$ cat src/bfpa_pkg.sv
// shared constants, types and state codes for the best-fit partition allocator
// no dependencies
package bfpa_pkg;

   localparam int MAX_PARTS = 64;
   localparam int SIZE_BITS = 16;
   localparam int IDX_BITS = $clog2(MAX_PARTS);
   localparam int CNT_BITS = $clog2(MAX_PARTS + 1);
   localparam int ENTRY_BITS = 2 * SIZE_BITS + 1;
   localparam logic [15:0] TOTAL_RESET = 16'd640;

   localparam logic [1:0] ST_OK = 2'd0;
   localparam logic [1:0] ST_NOFIT = 2'd1;
   localparam logic [1:0] ST_BADSIZE = 2'd2;
   localparam logic [1:0] ST_BADIDX = 2'd3;

   localparam logic MODE_ALLOC = 1'b0;
   localparam logic MODE_FREE = 1'b1;

   typedef enum logic [3:0] {
      S_IDLE,
      S_SCAN,
      S_DECIDE,
      S_INS_RD,
      S_INS_WR,
      S_SPLIT,
      S_FREE_RD,
      S_FREE_MRG,
      S_REM_RD,
      S_REM_WR,
      S_DONE
   } state_type;

endpackage

$ cat src/bfpa_ram.sv
// generic simple dual-port synchronous ram (one write port, one read port) with registered read
// no dependencies
module bfpa_ram #(
   parameter int WIDTH = 8,
   parameter int DEPTH = 16
) (
   input  logic                     clock,
   input  logic                     we,
   input  logic [$clog2(DEPTH)-1:0] waddr,
   input  logic [WIDTH-1:0]         wdata,
   input  logic [$clog2(DEPTH)-1:0] raddr,
   output logic [WIDTH-1:0]         rdata
);

   logic [WIDTH-1:0] mem [DEPTH];
   logic [WIDTH-1:0] rdata_ff;

   always_ff @(posedge clock) begin
      if (we) mem[waddr] <= wdata;
      rdata_ff <= mem[raddr];
   end

   assign rdata = rdata_ff;

endmodule

$ cat src/best_fit_partition_allocator.sv
// best-fit partition allocator top level: sequencer around one partition table ram
// depends on bfpa_pkg and bfpa_ram
//
//  channel | ports                                   | direction
//  req     | req_valid req_stall req_mode/size/index  | in
//  rsp     | rsp_valid rsp_stall rsp_status/base/slot | out
//  csr     | csr_we csr_wdata                         | in
//
// an allocate scans all entries, one ram read a cycle;
// a split adds one read and one write per shifted entry.
// a free that merges shifts the later entries down, one read and one write per entry.
// the table ram port is the limit; one request at a time, the longest being a split
// at slot 0 of a 63-entry table.
// reset or a csr write leaves one free partition; the contents of entries at or above count are never used.
// the response register holds while rsp_stall is high; req_stall is high until the response is taken.
module best_fit_partition_allocator (
   input  logic        clock,
   input  logic        reset,
   input  logic        req_valid,
   output logic        req_stall,
   input  logic        req_mode,
   input  logic [15:0] req_request_size,
   input  logic [5:0]  req_part_index,
   output logic        rsp_valid,
   input  logic        rsp_stall,
   output logic [1:0]  rsp_status,
   output logic [15:0] rsp_alloc_base,
   output logic [5:0]  rsp_alloc_slot,
   input  logic        csr_we,
   input  logic [15:0] csr_wdata
);

   localparam int IB = bfpa_pkg::IDX_BITS;
   localparam int CB = bfpa_pkg::CNT_BITS;
   localparam int SB = bfpa_pkg::SIZE_BITS;
   localparam int EB = bfpa_pkg::ENTRY_BITS;

   bfpa_pkg::state_type state_ff, state_in;

   logic [CB-1:0] count_ff, count_in;
   logic [SB-1:0] e0_size_ff;
   logic          e0_busy_ff, e0_busy_in;
   logic [SB-1:0] req_ff;
   logic [IB-1:0] idx_ff, idx_in;
   logic [CB-1:0] ptr_ff, ptr_in;
   logic          found_ff, found_in;
   logic [IB-1:0] best_ff, best_in;
   logic [SB-1:0] bsize_ff, bsize_in;
   logic [SB-1:0] bbase_ff, bbase_in;
   logic [EB-1:0] hold_ff, hold_in;
   logic [1:0]    merge_ff, merge_in;
   logic          rvalid_ff;
   logic [1:0]    rstat_ff, rstat_in;
   logic [15:0]   rbase_ff, rbase_in;
   logic [5:0]    rslot_ff, rslot_in;

   logic          we;
   logic [IB-1:0] waddr, raddr;
   logic [EB-1:0] wdata, rd_raw, rd;
   logic [IB-1:0] rd_addr_ff;
   logic          rd_slot0;

   logic          split_wb_ff;
   logic          we_m;
   logic [IB-1:0] waddr_m;
   logic [EB-1:0] wdata_m;

   bfpa_ram #(.WIDTH(EB), .DEPTH(bfpa_pkg::MAX_PARTS)) u_table (
      .clock(clock), .we(we_m), .waddr(waddr_m), .wdata(wdata_m),
      .raddr(raddr), .rdata(rd_raw)
   );

   // entry 0 after init lives in registers until first written
   logic e0_init_ff, e0_init_in;
   assign rd_slot0 = (rd_addr_ff == '0) && e0_init_ff;
   assign rd = rd_slot0 ? {e0_busy_ff, {SB{1'b0}}, e0_size_ff} : rd_raw;

   wire           rd_busy = rd[EB-1];
   wire [SB-1:0]  rd_base = rd[2*SB-1:SB];
   wire [SB-1:0]  rd_size = rd[SB-1:0];
   wire           req_take = req_valid && !req_stall;
   wire           rsp_take = rvalid_ff && !rsp_stall;
   wire [IB-1:0]  ptr_ix = ptr_ff[IB-1:0];

   assign req_stall = (state_ff != bfpa_pkg::S_IDLE) || csr_we || rvalid_ff;

   always_ff @(posedge clock) begin
      rd_addr_ff <= raddr;
      if (reset) begin
         state_ff   <= bfpa_pkg::S_IDLE;
         count_ff   <= CB'(1);
         e0_size_ff <= SB'(bfpa_pkg::TOTAL_RESET);
         e0_busy_ff <= 1'b0;
         e0_init_ff <= 1'b1;
         rvalid_ff  <= 1'b0;
      end else begin
         state_ff <= state_in;
         if (csr_we) begin
            count_ff   <= CB'(1);
            e0_size_ff <= SB'(csr_wdata);
            e0_busy_ff <= 1'b0;
            e0_init_ff <= 1'b1;
         end else begin
            count_ff   <= count_in;
            e0_busy_ff <= e0_busy_in;
            e0_init_ff <= e0_init_in;
         end
         if (state_ff == bfpa_pkg::S_DONE) rvalid_ff <= 1'b1;
         else if (rsp_take) rvalid_ff <= 1'b0;
      end
      if (req_take) begin
         req_ff  <= SB'(req_request_size);
      end
      idx_ff   <= idx_in;
      ptr_ff   <= ptr_in;
      found_ff <= found_in;
      best_ff  <= best_in;
      bsize_ff <= bsize_in;
      bbase_ff <= bbase_in;
      hold_ff  <= hold_in;
      merge_ff <= merge_in;
      rstat_ff <= rstat_in;
      rbase_ff <= rbase_in;
      rslot_ff <= rslot_in;
   end

   always_comb begin
      state_in = state_ff;
      case (state_ff)
         bfpa_pkg::S_IDLE:
            if (req_take) begin
               if (req_mode == bfpa_pkg::MODE_FREE) begin
                  state_in = (CB'(req_part_index) < count_ff) ?
                             bfpa_pkg::S_FREE_RD : bfpa_pkg::S_DONE;
               end else begin
                  state_in = (req_request_size == '0) ? bfpa_pkg::S_DONE
                                                      : bfpa_pkg::S_SCAN;
               end
            end
         bfpa_pkg::S_SCAN:
            if (ptr_ff == count_ff) state_in = bfpa_pkg::S_DECIDE;
         bfpa_pkg::S_DECIDE: begin
            if (!found_ff || bsize_ff == req_ff) state_in = bfpa_pkg::S_DONE;
            else if (count_ff == CB'(bfpa_pkg::MAX_PARTS)) state_in = bfpa_pkg::S_DONE;
            else if (count_ff - CB'(1) == CB'(best_ff)) state_in = bfpa_pkg::S_SPLIT;
            else state_in = bfpa_pkg::S_INS_RD;
         end
         bfpa_pkg::S_INS_RD: state_in = bfpa_pkg::S_INS_WR;
         bfpa_pkg::S_INS_WR:
            state_in = (ptr_ff == CB'(best_ff) + CB'(1)) ? bfpa_pkg::S_SPLIT
                                                        : bfpa_pkg::S_INS_RD;
         bfpa_pkg::S_SPLIT: state_in = bfpa_pkg::S_DONE;
         bfpa_pkg::S_FREE_RD:
            if (ptr_ff == CB'(2)) state_in = bfpa_pkg::S_FREE_MRG;
         bfpa_pkg::S_FREE_MRG:
            state_in = (merge_ff == 2'd0) ? bfpa_pkg::S_DONE : bfpa_pkg::S_REM_RD;
         bfpa_pkg::S_REM_RD:
            state_in = (ptr_ff >= count_ff) ? bfpa_pkg::S_DONE
                                            : bfpa_pkg::S_REM_WR;
         bfpa_pkg::S_REM_WR: state_in = bfpa_pkg::S_REM_RD;
         bfpa_pkg::S_DONE:
            if (!rvalid_ff || rsp_take) state_in = bfpa_pkg::S_IDLE;
         default: state_in = bfpa_pkg::S_IDLE;
      endcase
   end

   always_comb begin
      count_in   = count_ff;
      e0_busy_in = e0_busy_ff;
      e0_init_in = e0_init_ff;
      idx_in     = idx_ff;
      ptr_in     = ptr_ff;
      found_in   = found_ff;
      best_in    = best_ff;
      bsize_in   = bsize_ff;
      bbase_in   = bbase_ff;
      hold_in    = hold_ff;
      merge_in   = merge_ff;
      rstat_in   = rstat_ff;
      rbase_in   = rbase_ff;
      rslot_in   = rslot_ff;
      we         = 1'b0;
      waddr      = '0;
      wdata      = '0;
      raddr      = ptr_ix;
      case (state_ff)
         bfpa_pkg::S_IDLE: begin
            raddr     = '0;
            ptr_in    = CB'(1);
            found_in  = 1'b0;
            idx_in    = req_part_index[IB-1:0];
            if (req_take) begin
               rstat_in = bfpa_pkg::ST_OK;
               rbase_in = '0;
               rslot_in = '0;
            end
            if (req_mode == bfpa_pkg::MODE_FREE) begin
               raddr  = req_part_index[IB-1:0];
               ptr_in = '0;
               if (req_take && CB'(req_part_index) >= count_ff)
                  rstat_in = bfpa_pkg::ST_BADIDX;
            end else if (req_take && req_request_size == '0) begin
               rstat_in = bfpa_pkg::ST_BADSIZE;
            end
         end
         bfpa_pkg::S_SCAN: begin
            // rd holds entry ptr-1
            if (!rd_busy && rd_size >= req_ff && (!found_ff || rd_size < bsize_ff)) begin
               found_in = 1'b1;
               best_in  = IB'(ptr_ff - CB'(1));
               bsize_in = rd_size;
               bbase_in = rd_base;
            end
            if (ptr_ff != count_ff) ptr_in = ptr_ff + CB'(1);
         end
         bfpa_pkg::S_DECIDE: begin
            ptr_in = count_ff - CB'(1);
            raddr  = IB'(count_ff - CB'(1));
            if (!found_ff) begin
               rstat_in = bfpa_pkg::ST_NOFIT;
            end else if (bsize_ff == req_ff) begin
               we       = 1'b1;
               waddr    = best_ff;
               wdata    = {1'b1, bbase_ff, bsize_ff};
               if (best_ff == '0) e0_init_in = 1'b0;
               rbase_in = 16'(bbase_ff);
               rslot_in = 6'(best_ff);
            end else if (count_ff == CB'(bfpa_pkg::MAX_PARTS)) begin
               rstat_in = bfpa_pkg::ST_BADIDX;
            end
         end
         bfpa_pkg::S_INS_RD: raddr = ptr_ix;
         bfpa_pkg::S_INS_WR: begin
            // copy entry ptr up by one
            we     = 1'b1;
            waddr  = IB'(ptr_ff + CB'(1));
            wdata  = rd;
            ptr_in = ptr_ff - CB'(1);
            raddr  = IB'(ptr_ff - CB'(1));
         end
         bfpa_pkg::S_SPLIT: begin
            we         = 1'b1;
            waddr      = IB'(best_ff + IB'(1));
            wdata      = {1'b0, SB'(bbase_ff + req_ff), SB'(bsize_ff - req_ff)};
            hold_in    = {1'b1, bbase_ff, req_ff};
            count_in   = count_ff + CB'(1);
            rbase_in   = 16'(bbase_ff);
            rslot_in   = 6'(best_ff);
         end
         bfpa_pkg::S_FREE_RD: begin
            // rd returns idx, idx+1, idx-1 in turn; ptr counts reads
            ptr_in = ptr_ff + CB'(1);
            if (ptr_ff == CB'(0)) raddr = IB'(idx_ff + IB'(1));
            else raddr = IB'(idx_ff - IB'(1));
            if (ptr_ff == CB'(0)) begin
               hold_in = {1'b0, rd[2*SB-1:0]};
            end else if (ptr_ff == CB'(1)) begin
               bsize_in    = rd_size;
               merge_in[0] = (CB'(idx_ff) + CB'(1) < count_ff) && !rd_busy;
            end else begin
               merge_in[1] = (idx_ff != '0) && !rd_busy;
            end
         end
         bfpa_pkg::S_FREE_MRG: begin
            // hold: self, bsize: next size, rd: prev entry
            we = 1'b1;
            if (merge_ff[1]) begin
               waddr = idx_ff - IB'(1);
               wdata = {1'b0, rd_base, SB'(rd_size + hold_ff[SB-1:0]
                        + (merge_ff[0] ? bsize_ff : SB'(0)))};
               if (idx_ff == IB'(1)) e0_init_in = 1'b0;
            end else begin
               waddr = idx_ff;
               wdata = {1'b0, hold_ff[2*SB-1:SB], SB'(hold_ff[SB-1:0]
                        + (merge_ff[0] ? bsize_ff : SB'(0)))};
               if (idx_ff == '0) e0_init_in = 1'b0;
            end
            // entries to drop: merge count; shift down from first removed
            ptr_in = merge_ff[1] ? CB'(idx_ff) : CB'(idx_ff) + CB'(1);
            raddr  = IB'((merge_ff[1] ? CB'(idx_ff) : CB'(idx_ff) + CB'(1))
                        + CB'(merge_ff[0] & merge_ff[1]) + CB'(1));
            count_in = count_ff - CB'(merge_ff[0]) - CB'(merge_ff[1]);
            hold_in  = {hold_ff[EB-1:SB], SB'(merge_ff[0] & merge_ff[1])};
         end
         bfpa_pkg::S_REM_RD: begin
            raddr = IB'(ptr_ff + CB'(1) + CB'(hold_ff[0]));
         end
         bfpa_pkg::S_REM_WR: begin
            we     = 1'b1;
            waddr  = ptr_ix;
            wdata  = rd;
            ptr_in = ptr_ff + CB'(1);
            raddr  = IB'(ptr_ff + CB'(2) + CB'(hold_ff[0]));
         end
         bfpa_pkg::S_DONE: ;
         default: ;
      endcase
      if (state_ff == bfpa_pkg::S_SPLIT && best_ff == '0) e0_init_in = 1'b0;
      if (state_ff == bfpa_pkg::S_REM_WR && ptr_ix == '0) e0_init_in = 1'b0;
   end

   // split writes the busy low piece from a register in the following cycle, while in done
   always_ff @(posedge clock) begin
      if (reset) split_wb_ff <= 1'b0;
      else split_wb_ff <= (state_ff == bfpa_pkg::S_SPLIT);
   end

   assign we_m    = we || split_wb_ff;
   assign waddr_m = split_wb_ff ? best_ff : waddr;
   assign wdata_m = split_wb_ff ? hold_ff : wdata;

   assign rsp_valid      = rvalid_ff;
   assign rsp_status     = rstat_ff;
   assign rsp_alloc_base = rbase_ff;
   assign rsp_alloc_slot = rslot_ff;

`ifndef SYNTHESIS
   a_count_range: assert property (@(posedge clock) disable iff (reset)
      count_ff != '0 && count_ff <= CB'(bfpa_pkg::MAX_PARTS))
      else $error("partition count out of range");
   a_busy_when_resp: assert property (@(posedge clock) disable iff (reset)
      rvalid_ff |-> req_stall || state_ff == bfpa_pkg::S_IDLE)
      else $error("request taken while busy");
   a_done_to_valid: assert property (@(posedge clock) disable iff (reset)
      state_ff == bfpa_pkg::S_DONE && !rvalid_ff |=> rvalid_ff)
      else $error("response lost");
   a_split_grows: assert property (@(posedge clock) disable iff (reset)
      state_ff == bfpa_pkg::S_SPLIT && !csr_we |=> count_ff == $past(count_ff) + CB'(1))
      else $error("split did not grow table");
`endif

endmodule
$ cat config.mk
export PLATFORM = sky130hd
export DESIGN_NAME = best_fit_partition_allocator
export DESIGN_NICKNAME = d
export VERILOG_FILES = /design/src/bfpa_pkg.sv /design/src/bfpa_ram.sv /design/src/best_fit_partition_allocator.sv
export SDC_FILE = /design/constraint.sdc
export NUM_CORES = 2
export LEC_CHECK = 0
export BUFFER_PORTS_ARGS = -buffer_cell sky130_fd_sc_hd__buf_2
export CORE_AREA = 2 2 621 376
export DETAILED_ROUTE_END_ITERATION = 16
export DIE_AREA = 0 0 623 378
export PLACE_DENSITY = 0.68
export REMOVE_ABC_BUFFERS = 1
export SLEW_MARGIN = 5
export SYNTH_ARGS = -nofsm -noshare
export SYNTH_HDL_FRONTEND = slang
export SYNTH_SLANG_ARGS = --single-unit
$ cat constraint.sdc
create_clock -name clock -period 7.4 [get_ports clock]
set_input_delay 1.48 -clock clock [delete_from_list [all_inputs] [get_ports clock]]
set_output_delay 1.48 -clock clock [all_outputs]
set_load 0.01 [all_outputs]
# --- Word level (Yosys, flattened, before mapping) ---
# Memory sizes are Yosys's and may differ from the RTL's. A register that Yosys moved wholly into a read port is not among the register bits.
# Index checks and enable logic that the tools add are counted.
totals:
  reg_bits: 163
  mem_bits_rw: 2112
  in_bits: 44
  output_inout_bits: 26
  elab_cells: 223
  memories: 1
memory_table:
  columns: ["memory", "depth", "word_bits", "rd", "rd_clocked_by_memory_dff", "write_ports", "line", "rtl"]
  rows:
  - ["u_table.mem", 64, 33, 1, 1, 1, "bfpa_ram.sv:15", "logic [WIDTH-1:0] mem [DEPTH];"]
op_classes:
  n_addsub: 21
  order_cmp: 6
  eq_ne: 37
  n_mux: 74
  bitwise: 5
  reduce_logical: 58
op_table:
  columns: ["cell", "n"]
  rows:
  - ["2-to-1 mux 33 bit", 5]
  - ["one-hot mux 33 bit (4 select lines)", 1]
  - ["2-to-1 mux 16 bit", 7]
  - ["one-hot mux 33 bit (3 select lines)", 1]
  - ["adder 16 bit", 4]
  - ["2-to-1 mux 6 bit", 9]
  - ["one-hot mux 16 bit (3 select lines)", 1]
  - ["one-hot mux 4 bit (11 select lines)", 1]
  - ["one-hot mux 6 bit (7 select lines)", 1]
  - ["one-hot mux 7 bit (6 select lines)", 1]
  - ["2-to-1 mux 4 bit", 9]
  - ["2-to-1 mux 32 bit", 1]
  - ["one-hot mux 16 bit (2 select lines)", 1]
  - ["one-hot mux 6 bit (5 select lines)", 1]
  - ["zero test 6 bit", 4]
  - ["inequality test 2 bit, second input constant", 10]
  - ["adder 6 x 1 -> 6 bit", 3]
  - ["adder 6 x 1 -> 6 bit, second input constant", 3]
  - ["2-to-1 mux 2 bit", 9]
  - ["one-hot mux 6 bit (3 select lines)", 1]
  - ["equality test 16 bit", 1]
  - ["equality test 4 x 3 -> 1 bit, second input constant", 4]
  - ["greater-or-equal comparator 16 bit", 1]
  - ["zero test 16 bit", 1]
  - ["50 further kinds", 121]

# --- Logic depth before layout (Yosys ltp) ---
depth:
  depth_word: 9
  depth_mapped: 18

# --- By module ---
# From an unflattened synthesis, not the netlist that was laid out.
unflattened:
  cells_unflattened: 5114
  area_unflattened_um2: 94882.2
by_module_without_submodules:
  columns: ["module", "instances", "cells_each", "area_per_inst_um2", "seq_area_each_um2"]
  rows:
  - ["bfpa_ram", 1, 3495, 80873.8, 64081.5]
  - ["best_fit_partition_allocator", 1, 1619, 14008.4, 4534.3]

# --- Least setup slack after synthesis ---
# No wires, ideal clock.
synth_path:
  kind: "register -> register"
  from: "register rd_addr_ff[3]"
  to: "memory u_table.mem[0][13] (netlist bit) (data pin)"
  setup_ns: 0.702
  arrival_time_ns: 6.544
  t_required_ns: 6.698
  path_slack_ns: 0.155
  stages_incl_launch_ff: 19
  n_path_buf: 1
  path_cell_list: "dfxtp_1 -> nor4_1 -> nand3_1 -> clkbuf_1 -> mux2i_1 -> inv_1 -> fa_1 -> ha_1 -> fa_1 -> a21oi_1 -> o21bai_1 -> a2111oi_0 -> o31ai_1 -> nor2_1 -> o21ai_0 -> xnor2_1 -> o221ai_1 -> a21oi_1 -> o21ai_0"
synth_via:
  elab_chain_len: 8
synth_rtl:
  columns: ["element", "line", "rtl"]
  rows:
  - ["from (decl)", "best_fit_partition_allocator.sv:60", "logic [IB-1:0] rd_addr_ff;"]
  - ["from (signal assigned)", "best_fit_partition_allocator.sv:88", "rd_addr_ff <= raddr;"]
  - ["zero test 6 bit *", "best_fit_partition_allocator.sv:75", "assign rd_slot0 = (rd_addr_ff == '0) && e0_init_ff;"]
  - ["logical AND 1 bit *", "best_fit_partition_allocator.sv:75", null]
  - ["2-to-1 mux 33 bit *", "best_fit_partition_allocator.sv:76", "assign rd = rd_slot0 ? {e0_busy_ff, {SB{1'b0}}, e0_size_ff} : rd_raw;"]
  - ["adder 16 bit", "best_fit_partition_allocator.sv:269", "wdata = {1'b0, rd_base, SB'(rd_size + hold_ff[SB-1:0]"]
  - ["adder 16 bit", "best_fit_partition_allocator.sv:270", "+ (merge_ff[0] ? bsize_ff : SB'(0)))};"]
  - ["2-to-1 mux 32 bit", "best_fit_partition_allocator.sv:267", "if (merge_ff[1]) begin"]
  - ["one-hot mux 33 bit (4 select lines) *", "best_fit_partition_allocator.sv:186", "case (state_ff)"]
  - ["2-to-1 mux 33 bit *", "best_fit_partition_allocator.sv:310", "assign wdata_m = split_wb_ff ? hold_ff : wdata;"]
  - ["via u_table.wdata[13]", "bfpa_ram.sv:10", "input logic [WIDTH-1:0] wdata,"]
  - ["to (decl)", "bfpa_ram.sv:15", null]
# Mark *: on every way through the listed nets, which the timed path passes. The rest lies on a longest branch.

# --- Worst setup path in the final report ---
layout_path:
  from: "register rd_addr_ff[3]"
  to: "memory u_table.mem[9][13] (netlist bit) (data pin)"
# The elaborated chain is that of the path after synthesis.

==> metrics.txt <==
power density over the cells 449 nW/um^2; CTS root buffer clkbuf_16; FMAX 159 MHz; largest net degree at the start of global routing 155; crit-path max FO 32; slowest CP cell a2111oi_0; Worst IR Drop VDD 0.000524 V; wl on met1 127000 um; R2R Setup Slk 1.12 ns; CP Cell Sequence nor4_1 > nand3_2 > mux2i_1 > inv_1 > fa_1 > ha_1 > fa_1 > a21oi_1 > o21bai_1 > a2111oi_0 > o31ai_1 > nor2_1 > o21ai_0 > xnor2_1 > o221ai_1 > a21oi_1 > o21ai_4 > buf_4; IO Port Bufs 69; Critical Path Start Type flop; Final min period 6.28 ns; vias per cell 6.03; min-delay worst type flop to flop; number of top-level pins 70; number of synthesized flops with an enable pin 2239; status complete, no violations; WP data required 8.07 ns; vias 66900; CTS buffer count 202; TritonCTS clock tree built; Post-DP HPWL 175000 um; number of global-route vias before repair 61600; CTS Sinks 2308; die height 378 um; floorplan core area 231000 um^2; CTS Buffer Depth 4; RSZ-0062 raised after global routing no; global placement routability congestion 0.946; async set-reset flop share out of synthesis 0; WL met2 118000 um; GR Overflow Total 0; Worst path max stage delay 0.64 ns; CP arrival 6.95 ns; Least-Margin Pin Slew 1.33 ns; Setup CP Type flop to flop; Area contributors post-synth edfxtp_1 (68%), nand2_1 (8.7%), nand3_1 (2.9%), a311oi_1 (2.4%), and3_1 (1.8%); commonest non-fill, non-tap cell in the layout nand2_1; DIE WIDTH 623 um; R2R Path End u_table.mem[9][13]$_DFFE_PP_; most frequent cells in the layout nand2_1 (2263), edfxtp_1 (2239), nand3_1 (563), and3_1 (277), a31oi_1 (271); post-CTS setup buffers 0; unique cell type count in the Yosys netlist 78; area grow syn2layout 11.7%; Final Cycle Share 0.849; Worst Hold End e0_size_ff[0]$_SDFFE_PP0P_; Place WS 1.26 ns; drt pass-1 iters 6; Mean Syn Cell Area 12.5 um^2; HP Start e0_size_ff[0]$_SDFFE_PP0P_; #FFs+latches synth 2308; WL/cell 26.1 um; worst-skew pair later-pin latency 0.85 ns; Slew Viols, Final 0; Final Hold Fails 0; Resized Gates After CTS 0; routed wl met3 38200 um; slack of the critical path 1.12 ns; Top Layer Used met5; Design Area, Final 110000 um^2; max_slew headroom 0.112; Synth Flop Type edfxtp_1; WHS Path Cells 2; Warnings, synthesis 0; die area 235000 um^2; setup TNS after final layout 0 ns; clock skew 0.0489 ns; FF-to-FF path depth 18; wirelength, routed 289000 um; nets 8062; initial core utilization 0.426; DR DRC count 0; area share of the largest cell type after synthesis 0.685; clock slew at reported path FFs 0.07 ns; Synth Instances 7875; Pleak 0.0374 uW; Synth area leader edfxtp_1; share of layout cells above drive strength 1 0.0907; worst r2r src rd_addr_ff[3]$_DFF_P_; DRT antenna net count 0; Seq/Total Area, Yosys 0.699; Post-Syn Area 98200 um^2; first-pass GRT wire length 418000 um; maxcap violations 0; final-report setup violation count 0; Placed Area 103000 um^2; htree depth 4; Setup crit end kind flop; Cell Rows 137; initial antenna violation count 10; WHS 0.512 ns; Post-CTS Hold Buffers 0; Initial DRC Count 10300; All-Layer GR Usage 0.237
## worst max-delay path by stage
stage | endpoint | start | depth (start not counted)
after floorplan | u_table.rdata[31]$_DFF_P_ | req_part_index[0] | 10
after global placement | u_table.mem[17][13]$_DFFE_PP_ | rd_addr_ff[3]$_DFF_P_ | 18
after detailed placement | u_table.mem[20][13]$_DFFE_PP_ | rd_addr_ff[3]$_DFF_P_ | 18
after CTS | u_table.mem[60][13]$_DFFE_PP_ | rd_addr_ff[3]$_DFF_P_ | 18
after global routing | u_table.mem[60][13]$_DFFE_PP_ | rd_addr_ff[3]$_DFF_P_ | 18
final | u_table.mem[9][13]$_DFFE_PP_ | rd_addr_ff[3]$_DFF_P_ | 18
## worst max-delay path: cells and delay by family, from the launching register on
| family | cells | cell delay [ns] |
|---|---|---|
| multiplexers | 1 | 0.38 |
| buffers and inverters | 2 | 0.50 |
| flip-flops | 1 | 0.30 |
| AND/OR/NAND/NOR | 3 | 1.06 |
| adder cells (fa/ha/maj) | 3 | 1.27 |
| XOR/XNOR | 1 | 0.14 |
| AO/OA/AOI/OAI | 8 | 2.45 |
## routing by layer
metal	track usage	vias up
met5	0	-
li1	-	29000
met1	0.374	33200
met3	0.0602	452
met4	0.0523	6
met2	0.324	4234
## logic make-up after synthesis
kind of cell,after synthesis,synth area share
fa+ha+maj,152,0.0209
compound gates,1097,0.0807
flops,2308,0.699
mux,41,0.00420
xor+xnor,117,0.0104
simple gates,3497,0.155
buf+inv,663,0.0303
## state kept, by name, indices dropped and copies added (netlist names), named ones only
signal / cells
split_wb_ff: 1
rd_addr_ff: 6
e0_init_ff: 1
merge_ff: 2
rsp_alloc_base: 16
req_ff: 16
ptr_ff: 7
rsp_status: 1
e0_size_ff: 16
idx_ff: 6
best_ff: 6
rsp_alloc_slot: 6
bsize_ff: 16
state_ff: 4
bbase_ff: 16
u_table.mem: 2112
hold_ff: 33
found_ff: 1
rsp_valid: 1
count_ff: 7
u_table.rdata: 33
## per-stage QoR
| step | total power (uW) | util | cells |
|---|---|---|---|
| after floorplan | 27000 | - | 7361 |
| after global placement | 37800 | 0.448 | 10700 |
| after detailed placement | 38200 | 0.448 | 10700 |
| after CTS | 48900 | 0.476 | 11100 |
| after global routing | 51900 | 0.476 | 11100 |
| final | 49300 | 0.476 | 11100 |
## where the power goes
group / total [uW] / switching, uW / internal [uW]
Clock: 10700 / 4800 / 5940
Sequential: 15000 / 407 / 14600
Combinational: 23500 / 15800 / 7730
Total: 49300 / 21000 / 28300
## synthesized netlist by cell type (all sizes together), types with 11 or more instances
master	instances
nand2	2264
edfxtp	2239
nand3	565
buf	293
and3	279
a31oi	272
a311oi	268
clkbuf	221
nor2	189
inv	149
a22oi	143
ha	132
o21ai	120
a21oi	94
xnor2	71
dfxtp	69
xor2	46
a21o	42
mux2i	39
a22o	35
and4	34
nor2b	34
nor3	32
and2	24
a221oi	23
fa	20
o221ai	19
nand4	14
nand2b	13
nor4	12
o21a	11
o21bai	11
## cell type report
class | count | area [um^2]
inverter | 149 | 574
tap | 3058 | 3830
clock inverter | 109 | 1120
clock buffer | 257 | 5410
timing repair buffer | 301 | 2660
antenna | 4 | 10.0
fill | 19700 | 121000
sequential | 2308 | 68600
multi-input combinational | 4904 | 27500
Power figures use the tool's default switching activity.
